**config.mk**
```make
export PLATFORM = sky130hd
export DESIGN_NAME = mwsum_box
export DESIGN_NICKNAME = d
export VERILOG_FILES = /design/src/hdl/mwsum_pkg.sv /design/src/hdl/mwsum_box.sv
export SDC_FILE = /design/constraint.sdc
export NUM_CORES = 1
export LEC_CHECK = 0
export BUFFER_PORTS_ARGS = -buffer_cell sky130_fd_sc_hd__buf_2
export CAP_MARGIN = 20
export CORE_MARGIN = 5
export CORE_UTILIZATION = 45
export DETAILED_ROUTE_END_ITERATION = 12
export PLACE_DENSITY = 0.7
export SYNTH_ARGS = -nofsm -noshare
export SYNTH_HDL_FRONTEND = slang
export SYNTH_SLANG_ARGS = --single-unit
```
**constraint.sdc**
```tcl
create_clock -name clock -period 5.7 [get_ports clock]
set_input_delay 0 -clock clock [delete_from_list [all_inputs] [get_ports clock]]
set_output_delay 0 -clock clock [all_outputs]
set_load 0.01 [all_outputs]
```
**src/hdl/mwsum_pkg.sv**
```systemverilog
package mwsum_pkg;

   // fixed field widths
   localparam int CELL_W     = 8;
   localparam int DIM_W      = 11;
   localparam int WROWS_W    = 6;
   localparam int BEST_W     = 23;
   localparam int RSP_DATA_W = 24;

   // configuration port
   localparam int CSR_IDX_W  = 8;
   localparam int CSR_DATA_W = 11;

   localparam logic [CSR_IDX_W-1:0] REG_GRID_HEIGHT = 8'd0;
   localparam logic [CSR_IDX_W-1:0] REG_GRID_WIDTH  = 8'd1;
   localparam logic [CSR_IDX_W-1:0] REG_WINDOW_ROWS = 8'd2;
   localparam logic [CSR_IDX_W-1:0] REG_WINDOW_COLS = 8'd3;

   // clamped register set in use
   typedef struct packed {
      logic [DIM_W-1:0]   grid_height;
      logic [DIM_W-1:0]   grid_width;
      logic [WROWS_W-1:0] window_rows;
      logic [DIM_W-1:0]   window_cols;
   } cfg_type;

   // per-item control traveling down the pipeline
   typedef struct packed {
      logic valid;
      logic col_first;
      logic in_window;
      logic frame_end;
   } ctl_type;

endpackage

```
**src/hdl/mwsum_box.sv**
```systemverilog
module mwsum_box
   import mwsum_pkg::*;
#(
   parameter int MAX_WIDTH       = 1024,
   parameter int MAX_WINDOW_ROWS = 32,
   localparam int CSW            = $clog2(MAX_WINDOW_ROWS * 255 + 1)
) (
   input  logic                  clock,
   input  logic                  reset,
   input  logic                  restart,
   input  ctl_type               p2_ctl,
   input  logic [CSW-1:0]        p2_col_sum,
   input  logic [CSW-1:0]        p2_drop_sum,
   output logic                  adv,
   output logic                  rsp_tvalid,
   input  logic                  rsp_tready,
   output logic [RSP_DATA_W-1:0] rsp_tdata,
   output logic                  rsp_tuser
);

   localparam int HSW = $clog2(MAX_WIDTH * MAX_WINDOW_ROWS * 255 + 1);

   logic [HSW-1:0]    hs_ff, hs_in;
   ctl_type           p3_ctl_ff;
   logic [HSW-1:0]    best_ff, best_next;
   logic              any_ff, any_next, take;
   logic              rsp_valid_ff;
   logic [BEST_W-1:0] rsp_best_ff;
   logic              rsp_found_ff;

   // hold the pipe only when a frame result has nowhere to go
   assign adv = !(p3_ctl_ff.valid && p3_ctl_ff.frame_end && rsp_valid_ff && !rsp_tready);

   // running sum of the last window_cols column sums
   assign hs_in = (p2_ctl.col_first ? '0 : hs_ff) + HSW'(p2_col_sum) - HSW'(p2_drop_sum);

   always_ff @(posedge clock) begin
      if (reset || restart) begin
         hs_ff <= '0;
      end else if (adv && p2_ctl.valid) begin
         hs_ff <= hs_in;
      end
   end

   always_ff @(posedge clock) begin
      if (reset) begin
         p3_ctl_ff <= '0;
      end else if (adv) begin
         p3_ctl_ff <= p2_ctl;
      end
   end

   // best window so far
   always_comb begin
      take      = p3_ctl_ff.valid && p3_ctl_ff.in_window && (!any_ff || (hs_ff > best_ff));
      best_next = take ? hs_ff : best_ff;
      any_next  = any_ff | (p3_ctl_ff.valid & p3_ctl_ff.in_window);
   end

   always_ff @(posedge clock) begin
      if (reset || restart) begin
         best_ff <= '0;
         any_ff  <= 1'b0;
      end else if (adv && p3_ctl_ff.valid) begin
         if (p3_ctl_ff.frame_end) begin
            best_ff <= '0;
            any_ff  <= 1'b0;
         end else begin
            best_ff <= best_next;
            any_ff  <= any_next;
         end
      end
   end

   // result register
   always_ff @(posedge clock) begin
      if (reset) begin
         rsp_valid_ff <= 1'b0;
      end else if (adv && p3_ctl_ff.valid && p3_ctl_ff.frame_end) begin
         rsp_valid_ff <= 1'b1;
      end else if (rsp_tready) begin
         rsp_valid_ff <= 1'b0;
      end
   end

   always_ff @(posedge clock) begin
      if (adv && p3_ctl_ff.valid && p3_ctl_ff.frame_end) begin
         rsp_best_ff  <= BEST_W'(best_next);
         rsp_found_ff <= any_next;
      end
   end

   assign rsp_tvalid = rsp_valid_ff;
   assign rsp_tdata  = RSP_DATA_W'(rsp_best_ff);
   assign rsp_tuser  = rsp_found_ff;

`ifndef SYNTHESIS
   a_none_found_zero: assert property (@(posedge clock) disable iff (reset)
      (rsp_valid_ff && !rsp_found_ff) |-> (rsp_best_ff == '0))
      else $error("empty result carries a nonzero sum");

   a_hold_sum: assert property (@(posedge clock) disable iff (reset)
      (!adv && !restart) |=> $stable(hs_ff))
      else $error("running sum moved while the pipe was held");
`endif

endmodule

```
Word-level counts from Yosys, hierarchy flattened
Cells that the tools add are included.

Add/subtract/negate cells: 2. Order comparisons: 1. Multiplexer cells: 6. Bitwise operators: 2. Reductions and logical operators: 14.

Operators with widths (count): 23-bit two-way mux (3); 23-bit by 13-bit adder with 23-bit output (1); 23-bit greater-than comparator (1); 23-bit by 13-bit subtractor with 23-bit output (1); 1-bit logical AND (8); 1-bit zero test (3); 1-bit two-way mux (3); 1-bit logical OR (2); 2-bit nonzero test (1); 1-bit bitwise AND (1); 1-bit OR (1).

Flip-flop bits (word level): 75. Output and inout port bits: 27.

Longest topological paths before layout
Depth in word-level cells: 7. Mapped depth: 14. Mapped depth without buffers: 13.

Least setup slack after synthesis
OpenSTA, ideal clock, no wires.

Path type: register -> register. Start point: register hs_ff[1]. End point: register hs_ff[22]. Library setup time: 0.130 ns. Arrival time: 3.136 ns. Required time: 5.570 ns. Path slack: 2.435 ns. Cell stages (with the launch flop): 13. Path buffers: 0. Clock period less this slack: 3.265 ns. Cell sequence: dfxtp_1 > nand2b_1 > fa_1 > inv_1 > fa_1 > a211o_1 > a211o_1 > a211oi_2 > o21bai_1 > a211o_1 > a221oi_2 > o21bai_1 > nand4_1.

Word-level cells in the longest chain between the ends: 3.

RTL lines: start, declared (line mwsum_box.sv:23) `logic [HSW-1:0] hs_ff, hs_in;`; start signal, assigned (line mwsum_box.sv:41) `hs_ff <= hs_in;`; 23-bit two-way mux (line mwsum_box.sv:35) `assign hs_in = (p2_ctl.col_first ? '0 : hs_ff) + HSW'(p2_col_sum) - HSW'(p2_drop_sum);`; 23-bit by 13-bit adder with 23-bit output (line mwsum_box.sv:35); 23-bit by 13-bit subtractor with 23-bit output (line mwsum_box.sv:35).

No other way between the ends. A chain may end at the register's enable or synchronous reset.

Final worst setup path
Ends and elaborated chain as after synthesis.

==> impl_metrics.yaml <==
global_routing:
  grt_pass1_wl_um: 17730
  grt_usage_pct: 16.78
  grt_max_degree: 26
  grt_overflow: 0
  antenna_found_initial: 0
  grt_pass1_vias: 3801
setup_path:
  endpoint_kind: "register"
  start_kind: "register"
  criticalPathCategory: "reg2reg"
  crit_arrival_ps: 3880
  path_max_fanout: 5
  worstPathRequired_ps: 5930
sta:
  worst_pin_slew_ps: 1011
  fin_skew_ps: 6.312
  min_period_ps: 3649
  finalMaxSlewViolations: 0
  fin_ws_ps: 2051
  max-slew-margin-rel_pct: 32.41
  timing.final.crit_share_pct: 64.01
  fin_tns_setup_ps: 0
  finalHoldViolCount: 0
  setup_viol: 0
  clock.fmax_mhz: 274.1
  hold_ws_ps: 59.96
  grt_setup_unrepaired: "no"
synthesis:
  synth_commonest_cells: "inv_1 (78), dfxtp_1 (51), nand2_1 (47)"
  ys_ff_latch: 75
  synth_flop_cell: "dfxtp_1"
  synth_area_leaders: "dfxtp_1 (21%), edfxtp_1 (15%), ha_1 (12%)"
  synth_warnings: 0
  yosys.cell_count.top_type: "inv_1"
  synth_top_area_share_pct: 20.75
  synthesis.area_um2: 4921
  yosysSeqAreaShare_pct: 35.39
  synth_edf_count: 24
  synthArstFlopShare_pct: 0
  synth_cell_type_count: 50
  syn-num-nets: 633
  avgSynthCellArea_um2: 9.113
  synth_area_leader_cell: "dfxtp_1"
  netlist_instances: 540
clocking:
  htreeDepth: 3
  cts.sinks: 75
  clk_path_buf_depth: 2
  cts_root_buf: "clkbuf_8"
  cts_resized: 0
  worstSkewPairLatency_ps: 350
  cts-buffers-inserted: 9
  clkTransAtPathRegs_ps: 70
  tritoncts: "built"
power_and_ir_drop:
  ir_worst_vdd_mv: 0.09503
  switching_share_pct: 31.03
  clockPowerShare_pct: 27.1
  power_frac_comb_pct: 27.6
  seqPwrFrac_pct: 45.3
  cellPowerDensity_nw_per_um2: 233.7
  power_switching_mw: 0.4032
  fin_total_pwr_mw: 1.299
  p_leak_nw: 2.651
  p_int_mw: 0.8961
die:
  core_area_um2: 10790
  dieHeight_um: 114.6
  die-area_um2: 13130
  fp-row-count: 38
  io_pins: 61
  initial_core_util_pct: 45.59
  die_w_um: 114.6
route:
  post-route-drc-count: 0
  drtPass1Iterations: 5
  drtAntennaViolNets: 0
  drt-initial-drc-count: 157
  num_vias: 3957
  via_per_inst: 5.326
  wl_per_cell_um: 14.44
  routed_wl_um: 10730
layout:
  final_layout_size_suffix_gt1_share_pct: 16.75
  antenna_cells: 0
  nNetsFinal: 691
  utilization_pct: 51.51
  area_growth_pct: 12.97
outcome:
  status: "finished, final reports clean"
job:
  drv_cap: 0
placed_design:
  io_buffers: 59
  gp_congestion: 0.8979
  place_ws_ps: 2072
  detailed_place_hpwl_um: 8158
hold_path:
  min_path_type: "in2reg"
==> kinds of logic (layout without fill, tap and decap cells) <==
logic type / Yosys count / in the layout / share of synthesized area (%)
other: 1 / 1 / 0.07620
multiplexers: 23 / 23 / 5.263
flip-flops: 75 / 75 / 35.39
adder cells (fa/ha/maj): 59 / 59 / 16.98
AO/OA/AOI/OAI: 127 / 127 / 17.77
XOR/XNOR: 15 / 15 / 2.670
AND/OR/NAND/NOR: 142 / 142 / 14.19
buffers and inverters: 98 / 161 / 7.653
==> stage by stage <==
step,instance area (µm²),cells
finish,5559,743
global placement,5323,720
global route,5559,743
CTS,5533,741
floorplan,4921,540
detailed placement,5323,720
==> worst max-delay path, cell delays in order (launching register included) <==
cell      delay (ps)
dfxtp_1          400
nand2b_1         100
fa_1             510
inv_1             80
fa_1             480
a211o_1          300
a211o_1          330
a211oi_2         230
o21bai_1         130
a211o_1          370
a221oi_2         340
o21bai_1         160
nand4_1           80
==> flip-flops by register name, summed over array words and instances, names as in the netlist <==
| register | flops |
|---|---|
| best_ff | 23 |
| hs_ff | 23 |
| rsp_best_ff | 23 |
| p3_ctl_ff | 3 |
| any_ff | 1 |
| rsp_tuser | 1 |
| rsp_tvalid | 1 |
==> worst paths after layout <==
kind / endpoint / startpoint / cells past startpoint / slack, ps
setup / recovery: hs_ff[22] / hs_ff[1] / 12 / 2050
hold / removal: hs_ff[0] / p2_col_sum[0] / 4 / 60
setup reg to reg: hs_ff[22] / hs_ff[1] / 12 / 2050
hold reg to reg: p3_ctl_ff[1] / p3_ctl_ff[1] / 2 / 470
==> layout make-up <==
class	instances	area, µm²
timing repair buffer	67	379.1
clock buffer	16	160.2
sequential	75	1742
fill	992	5234
tap	140	175.2
inverter	78	292.8
multi-input combinational	367	2810
==> layer usage <==
metal	vias up	track usage, %	part of all wire, %
li1	1985	-	-
met1	1856	22.55	46
met2	101	27.59	47
met3	15	2.484	5.3
met4	0	5.701	1.4
met5	-	0	0
==> placed cells by master, fill, tap and decap left out, types with 4 or more instances in the layout <==
cell | synthesis | routed
a211oi_1 | 5 | 5
ha_1 | 46 | 46
dlygate4sd3_1 | 0 | 5
nand2b_1 | 25 | 25
fa_1 | 13 | 13
mux2_2 | 23 | 23
a21o_1 | 17 | 17
nor2b_1 | 4 | 4
edfxtp_1 | 24 | 24
a211o_1 | 4 | 4
inv_1 | 78 | 78
xnor2_1 | 9 | 9
o21ai_0 | 13 | 13
nand2_1 | 47 | 47
nor2_1 | 22 | 21
nand4_1 | 9 | 9
clkbuf_8 | 0 | 10
o21bai_1 | 7 | 7
a22o_1 | 23 | 23
xor2_1 | 6 | 6
nand3_1 | 14 | 14
nor3_1 | 6 | 6
dfxtp_1 | 51 | 51
a21oi_1 | 37 | 37
clkbuf_1 | 15 | 6
buf_2 | 4 | 59
==> what timing repair did <==
| action | in CTS | in global routing |
|---|---|---|
| buffers inserted | 0 | 0 |
| hold endpoints to repair | 4 | 0 |
| hold buffers | 5 | 0 |
==> power by group through the flow <==
stage               combinational, mW  sequential, mW  clock, mW
floorplan                       0.275           0.591          0
global placement                0.341           0.600          0
detailed placement              0.353           0.601          0
CTS                             0.358           0.588      0.361
global route                    0.404           0.591      0.390
finish                          0.358           0.589      0.352
(Power assumes the default switching activity.)
