$ cat src/hdl/mwsum_pkg.sv
package mwsum_pkg;

   // fixed field widths
   localparam int CELL_W     = 8;
   localparam int DIM_W      = 11;
   localparam int WROWS_W    = 6;
   localparam int BEST_W     = 23;
   localparam int RSP_DATA_W = 24;

   // configuration port
   localparam int CSR_IDX_W  = 8;
   localparam int CSR_DATA_W = 11;

   localparam logic [CSR_IDX_W-1:0] REG_GRID_HEIGHT = 8'd0;
   localparam logic [CSR_IDX_W-1:0] REG_GRID_WIDTH  = 8'd1;
   localparam logic [CSR_IDX_W-1:0] REG_WINDOW_ROWS = 8'd2;
   localparam logic [CSR_IDX_W-1:0] REG_WINDOW_COLS = 8'd3;

   // clamped register set in use
   typedef struct packed {
      logic [DIM_W-1:0]   grid_height;
      logic [DIM_W-1:0]   grid_width;
      logic [WROWS_W-1:0] window_rows;
      logic [DIM_W-1:0]   window_cols;
   } cfg_type;

   // per-item control traveling down the pipeline
   typedef struct packed {
      logic valid;
      logic col_first;
      logic in_window;
      logic frame_end;
   } ctl_type;

endpackage

$ cat src/hdl/mwsum_cfg.sv
module mwsum_cfg
   import mwsum_pkg::*;
#(
   parameter int MAX_WIDTH       = 1024,
   parameter int MAX_HEIGHT      = 1024,
   parameter int MAX_WINDOW_ROWS = 32
) (
   input  logic                  clock,
   input  logic                  reset,
   input  logic                  csr_valid,
   output logic                  csr_ready,
   input  logic [CSR_IDX_W-1:0]  csr_index,
   input  logic [CSR_DATA_W-1:0] csr_data,
   output cfg_type               cfg,
   output logic                  restart
);

   cfg_type cfg_ff;
   cfg_type cfg_in;
   logic    csr_write;

   // zero reads as one, anything above the limit as the limit
   function automatic logic [DIM_W-1:0] clamp_dim(input logic [DIM_W-1:0] v, input int hi);
      logic [DIM_W-1:0] res;
      if (v == '0) begin
         res = DIM_W'(1);
      end else if (int'(v) > hi) begin
         res = DIM_W'(hi);
      end else begin
         res = v;
      end
      return res;
   endfunction

   assign csr_ready = 1'b1;
   assign csr_write = csr_valid & csr_ready;

   // register decode; a write to a known register restarts the frame
   always_comb begin
      cfg_in  = cfg_ff;
      restart = 1'b0;
      if (csr_write) begin
         case (csr_index)
            REG_GRID_HEIGHT: begin
               cfg_in.grid_height = clamp_dim(csr_data[DIM_W-1:0], MAX_HEIGHT);
               restart = 1'b1;
            end
            REG_GRID_WIDTH: begin
               cfg_in.grid_width = clamp_dim(csr_data[DIM_W-1:0], MAX_WIDTH);
               restart = 1'b1;
            end
            REG_WINDOW_ROWS: begin
               cfg_in.window_rows = WROWS_W'(clamp_dim(DIM_W'(csr_data[WROWS_W-1:0]),
                                                       MAX_WINDOW_ROWS));
               restart = 1'b1;
            end
            REG_WINDOW_COLS: begin
               cfg_in.window_cols = clamp_dim(csr_data[DIM_W-1:0], MAX_WIDTH);
               restart = 1'b1;
            end
            default: begin
               cfg_in  = cfg_ff;
               restart = 1'b0;
            end
         endcase
      end
   end

   always_ff @(posedge clock) begin
      if (reset) begin
         cfg_ff.grid_height <= DIM_W'(1);
         cfg_ff.grid_width  <= DIM_W'(1);
         cfg_ff.window_rows <= WROWS_W'(1);
         cfg_ff.window_cols <= DIM_W'(1);
      end else begin
         cfg_ff <= cfg_in;
      end
   end

   assign cfg = cfg_ff;

endmodule

$ cat config.mk
export PLATFORM = sky130hd
export DESIGN_NAME = mwsum_cfg
export DESIGN_NICKNAME = d
export VERILOG_FILES = /design/src/hdl/mwsum_pkg.sv /design/src/hdl/mwsum_cfg.sv
export SDC_FILE = /design/constraint.sdc
export NUM_CORES = 1
export LEC_CHECK = 0
export ABC_AREA = 1
export BUFFER_PORTS_ARGS = -buffer_cell sky130_fd_sc_hd__buf_2
export CORE_ASPECT_RATIO = 1.75
export CORE_MARGIN = 2
export CORE_UTILIZATION = 48
export CTS_CLUSTER_SIZE = 8
export DETAILED_ROUTE_END_ITERATION = 10
export GPL_ROUTABILITY_DRIVEN = 0
export PLACE_DENSITY = 0.78
export SYNTH_ARGS = -nofsm -noshare
export SYNTH_HDL_FRONTEND = slang
export SYNTH_SLANG_ARGS = --single-unit
$ cat constraint.sdc
create_clock -name clock -period 1 [get_ports clock]
set_input_delay 0.05 -clock clock [delete_from_list [all_inputs] [get_ports clock]]
set_output_delay 0.05 -clock clock [all_outputs]
set_load 0.01 [all_outputs]
; ---- Yosys cells after proc, flatten, opt, wreduce, memory -nomap -nowiden
; Index checks and enable logic that the tools add are counted.
[classes]
magnitude_cmp = 2
eq_ne = 3
muxes = 6
reduce_logical = 8
[op_table]
columns = op, n
row1 = $mux 11, 2
row2 = $eq 8x2->1 const B, 2
row3 = $mux 6, 2
row4 = $gt 11x11->1 const B, 1
row5 = $logic_not 11->1, 1
row6 = $eq 8x1->1 const B, 1
row7 = $logic_not 8->1, 1
row8 = $reduce_and 2->1, 4
row9 = $gt 6x6->1 const B, 1
row10 = $logic_not 6->1, 1
row11 = $reduce_or 4->1, 1
row12 = $mux 1, 2
[totals]
regBits = 39
out_inout_bits = 41
wordCells = 23

; ---- Logic depth before layout (Yosys ltp)
; Gate-level depths: netlist (run 1).
[depth]
depth_word = 4
mapped_depth = 8
ltp_nobuf = 7

; ---- Least setup slack after synthesis (run 1)
; No wires, ideal clock.
[synth_timing]
path_kind = in2reg
startpoint = in csr_valid
endpoint = reg cfg_ff, in the netlist cfg[10]
setup_time_ps = 116
t_arrival_ps = 810
required_ps = 884
setup_slack_ps = 74
cell_stages = 7
n_path_buf = 2
cell_sequence = buf_4 nand2_4 nor2_8 nand3_4 buf_6 o21ai_0 nor2_1
[synth_between]
elab_chain_len = 1
[synth_rtl]
columns = element, line
row1 = from (decl), mwsum_cfg.sv:10  ; input logic csr_valid,
row2 = $reduce_and 2->1 (no source line), n/a
row3 = to (signal assigned), mwsum_cfg.sv:76  ; cfg_ff <= cfg_in;
row4 = to (decl), mwsum_cfg.sv:18  ; cfg_type cfg_ff;
; No other way between the ends.
; A chain may end at the register's enable or synchronous reset.

; ---- Final worst setup path (run 1)
[layout_timing]
startpoint = reg cfg_ff, in the netlist cfg[37]
endpoint = out cfg[37] (netlist bit)
[layout_rtl]
columns = element, line
row1 = to (decl), mwsum_cfg.sv:14  ; output cfg_type cfg,
; No word-level cell between the ends.

==> results of run 1 <==
==> placed cells by master (no fill, tap or decap) <==
master     count
bufinv_16      1
a21oi_2        1
o21bai_1       1
nand2_4        1
nand3_1       16
o21ai_0        2
inv_6          1
conb_1         1
inv_1         22
inv_2          2
buf_2         61
clkbuf_8       6
nor2_8         1
nand3_4        2
nand4_1        2
a21oi_1       35
dfxtp_1       39
buf_4         18
nand2_2        2
nor2_1        13
nor2_4         5
nand2_1       75
nand3b_1       1
==> report_power, final <==
part           leakage, uW  internal (uW)  switching [uW]
Combinational     0.000754           88.2             142
Clock            0.0000618            821             580
Sequential        0.000314           1550            1.06
==> per-layer routing <==
| metal | wire length, um | share of wire [%] | GRT usage (%) |
|---|---|---|---|
| met5 | 0 | 0 | 0 |
| met4 | 99 | 2.3 | 9.61 |
| met3 | 184 | 4.2 | 3.60 |
| met2 | 2430 | 56 | 41.3 |
| met1 | 1630 | 37 | 22.8 |
==> worst register-to-register path, cell delays in order, from the launching register on <==
cell and delay [ns]:
dfxtp_1 0.34, inv_1 0.04, nand2_1 0.06, nand2_1 0.05
a21oi_1 0.12
==> path summary, 6_finish.rpt <==
path | start | endpoint | slack, ns
max | cfg[37]$_SDFFE_PP0P_ | cfg[37] | 0.13
min | csr_data[10] | cfg[10]$_SDFFE_PP0P_ | 0.1
max reg2reg | cfg[1]$_SDFFE_PP0P_ | cfg[1]$_SDFFE_PP0P_ | 0.33
min reg2reg | cfg[21]$_SDFFE_PP0P_ | cfg[21]$_SDFFE_PP0P_ | 0.46
==> final cells by class <==
cell class	instances	area, um^2	share of cell area [%]
repair buffers	79	440	19.5
flip-flops and latches	39	781	34.6
multi-input cells	158	771	34.1
inverters	24	90.1	3.99
clock inverters	2	38.8	1.72
well taps	45	56.3	2.49
clock buffers	6	82.6	3.65
==> metrics by stage <==
step	hold WS [ns]	power, uW	cells	util (%)
after detailed placement	0.407	1820	345	62.9
after CTS	0.0890	3200	353	66.5
after global placement	0.413	1820	345	62.9
after global routing	0.102	3290	353	66.5
final	0.0987	3190	353	66.5
after floorplan	0.213	1700	232	-
==> cells by family (layout without fill, tap and decap cells) <==
| kind of cell | after synthesis | count (layout) | synth area share [%] |
|---|---|---|---|
| compound gates | 39 | 39 | 11.7 |
| buf+inv | 35 | 111 | 9.88 |
| flops | 39 | 39 | 45.3 |
| other cells | 1 | 1 | 0.218 |
| simple gates | 118 | 118 | 32.8 |
==> reports/results.ini, run 1 <==
[status]
status=finished, final reports clean

[synth]
synth_flop_cell=dfxtp_1
yosysTopAreaCell=dfxtp_1
yosysWarnings=0
yosysMostFrequentCell=nand2_1
syn_inst=232
syn-num-nets=254
synth_cell_type_count=22
postSynth.asyncResetShare_pct=0
synth_area_leaders=dfxtp_1 (45%), nand2_1 (16%), a21oi_1 (10%)
synth_edf_count=0
syn_area_mm2=0.00172
synth_common_cells=nand2_1 (75), dfxtp_1 (39), a21oi_1 (35)
ys_ff_latch=39
synth_top_area_share_pct=45.3
ys_seq_area_share_pct=45.3
synth_area_per_cell_um2=7.42

[place]
pre_cts_slack_ns=-0.116
placed_area_mm2=0.00214
io_buffers=61
dp_hpwl_mm=3.35

[critical_path]
cp_num_buf_inv=1
worst_setup_path_start_kind=flip-flop
crit_arrival_ns=0.82
rr_worst_depth=4
path_depth=1
worst-setup-path-type=reg2out
slowest_stage=dfxtp_1
critPathRequiredTime_ns=0.95
cp_max_fo=2
path_delay_family=flip-flops
slowest_delay_ns=0.37
worstPathCellList=buf_2
end_kind=primary output

[detailed_routing]
drt-pass1-iter-count=6
drc=0
ant_nets=0
viasPerCell=4.87
routedWlPerCell_um=12.3
dr_total_vias=1718
drt_iter0_markers=29
drt-total-wl_mm=4.34

[floorplanning]
start_util_pct=50.7
rows=28
die_h_um=83.2
core_mm2=0.00340
die_x_um=49.3
die_area_mm2=0.00410
io_pins=63

[finish]
drive_gt1_share_pct=32.8
largest_reg_flops=39
finalInstanceArea_mm2=0.00226
nets=329
antenna_cells=0
fillCellCount=323
syn_to_final_growth_pct=31.3

[cts]
holdBufCountCts=0
post_cts_buffers=0
cts_tree=built
cts_resized=0
cts-root-buf=clkbuf_8
cts_buffers=5
cts_max_level=2
cts_buffer_depth=2
clk_latency_ns=0.30
numClockSinks=39
clk_pin_slew_ns=0.08

[sta]
period_needed_ns=0.868
rsz0062_at_grt=false
tns_ns=0
setup-violations-final=0
hold_violations=0
layout_worst_path_cycle_share_pct=86.8
setup_ws_ns=0.132
fmax_ghz=1.15
finalMaxSlewViolations=0
fin_worst_skew_ns=0

[power]
power.density_mw_per_mm2=1410
vdd_ir_drop_max_uv=1410
p_leak_uw=0.00113

[grt]
overflow=0
grt_pass1_wl_mm=7.07
grt_max_degree=16
track_usage_pct=21.9
grt_pass1_vias=1609
grt_antenna_before_repair=0

[min_path]
hp-class=in2reg
hold_depth=3

[flow_run]
max_cap_viol_count=0

Power figures use the tool's default switching activity.
==> run 2: changes to the inputs <==
--- a/config.mk
+++ b/config.mk
@@ -7,8 +7,7 @@
 export LEC_CHECK = 0
 export ABC_AREA = 1
 export BUFFER_PORTS_ARGS = -buffer_cell sky130_fd_sc_hd__buf_2
-export CORE_ASPECT_RATIO = 1.75
-export CORE_MARGIN = 2
+export CAP_MARGIN = 25
 export CORE_UTILIZATION = 48
 export CTS_CLUSTER_SIZE = 8
 export DETAILED_ROUTE_END_ITERATION = 10
==> run 2 against run 1 <==
Effect of this change: critical path depth unchanged; largest power group unchanged; sequential cell count did not move; clock power shrank 42%; register-to-register slack got worse by 0.05 ns.
==> reports/results.ini, run 2 (synthesized netlist as in run 1, its figures left out) <==
[status]
status=finished, final reports clean

[place]
dp_hpwl_mm=3.13
place_inst=346
io_buffers=61
placed_area_mm2=0.00215
pre_cts_slack_ns=-0.131

[finish]
final_common_cell=nand2_1
antenna_cells=0
syn_to_final_growth_pct=28.1
largest_reg_flops=39
drive_gt1_share_pct=32.5
final_cell_count_no_fill=354
finalInstanceArea_mm2=0.00221
nets=329
mostFrequentLayoutCells=nand2_1 (75), buf_2 (61), dfxtp_1 (39)

[power]
p_leak_uw=0.00110
power.density_mw_per_mm2=1180
vdd_ir_drop_max_uv=890

[detailed_routing]
ant_nets=0
drt_iter0_markers=155
drt-total-wl_mm=4.14
drt-pass1-iter-count=4
dr_total_vias=1719
drc=0
viasPerCell=4.86
routedWlPerCell_um=11.7

[cts]
cts_buffer_depth=2
clk_pin_slew_ns=0.12
clk_latency_ns=0.36
post_cts_buffers=0
numClockSinks=39
holdBufCountCts=0
cts-root-buf=clkbuf_4
cts_max_level=2
cts_tree=built
cts_resized=0
cts_buffers=5

[floorplanning]
rows=21
die_area_mm2=0.00383
core_mm2=0.00339
die_x_um=61.9
start_util_pct=50.8
die_h_um=61.9
io_pins=63

[sta]
rsz0062_at_grt=false
finalMaxSlewViolations=0
setup_ws_ns=0.0645
period_needed_ns=0.935
hold_violations=0
setup-violations-final=0
fmax_ghz=1.07
fin_worst_skew_ns=0
timing.hold.ws_ns=0.0383
layout_worst_path_cycle_share_pct=93.5

[critical_path]
end_kind=primary output
slowest_delay_ns=0.38
path_delay_family=flip-flops
cp_max_fo=2
cp_num_buf_inv=1
worst_setup_path_start_kind=flip-flop
worstPathCellList=buf_2
slowest_stage=dfxtp_1
worst-setup-path-type=reg2out
critPathRequiredTime_ns=0.95
ff2ff_setup_slack_ns=0.28
crit_arrival_ns=0.89

[grt]
grt_pass1_vias=1439
grt_max_degree=28
overflow=0
grt_antenna_before_repair=0
track_usage_pct=24.0
grt_pass1_wl_mm=6.44

[min_path]
hp-class=in2reg

[flow_run]
max_cap_viol_count=0

-- run 2: cell count changes in the layout (fill, tap and decap cells not counted), sizes merged --
| cell | previous run | this run |
|---|---|---|
| clkinvlp | 0 | 1 |
| clkinv | 0 | 1 |
| bufinv | 1 | 0 |
| inv | 25 | 24 |
-- run 2: final cells by class --
class	count	area, um^2
Clock buffer	6	41.3
Clock inverter	2	12.5
Fill cell	315	1180
Inverter	24	90.1
Multi-Input combinational cell	158	771
Sequential cell	39	781
Tap cell	46	57.6
Timing Repair Buffer	79	453
-- run 2: path summary, 6_finish.rpt --
path / startpoint / to / cells past startpoint
max: cfg[17]$_SDFFE_PP1P_ / cfg[17] / 1
min: csr_data[10] / cfg[27]$_SDFFE_PP0P_ / 3
max reg2reg: cfg[1]$_SDFFE_PP0P_ / cfg[1]$_SDFFE_PP0P_ / 4
min reg2reg: cfg[23]$_SDFFE_PP0P_ / cfg[23]$_SDFFE_PP0P_ / 2
-- run 2: where the power goes --
group	switching (uW)	leakage [uW]	total, uW	internal, uW
sequential	1.09	0.000314	1560	1550
combinational	142	0.000760	237	95.5
clock	536	0.0000282	807	271
-- run 2: layer usage --
| metal | vias up | track usage [%] | share of wire [%] |
|---|---|---|---|
| li1 | 880 | - | - |
| met1 | 776 | 30.3 | 43 |
| met2 | 54 | 38.2 | 48 |
| met3 | 9 | 6.63 | 6.7 |
| met4 | 0 | 10.8 | 1.8 |
| met5 | - | 0 | 0 |
-- run 2: per-stage QoR --
step	TNS (ns)	util [%]	power [uW]
floorplan	0	-	1700
global placement	-1.22	63.5	1820
detailed placement	-2.24	63.5	1830
CTS	0	65.1	2600
global route	0	65.1	2700
finish	0	65.1	2600
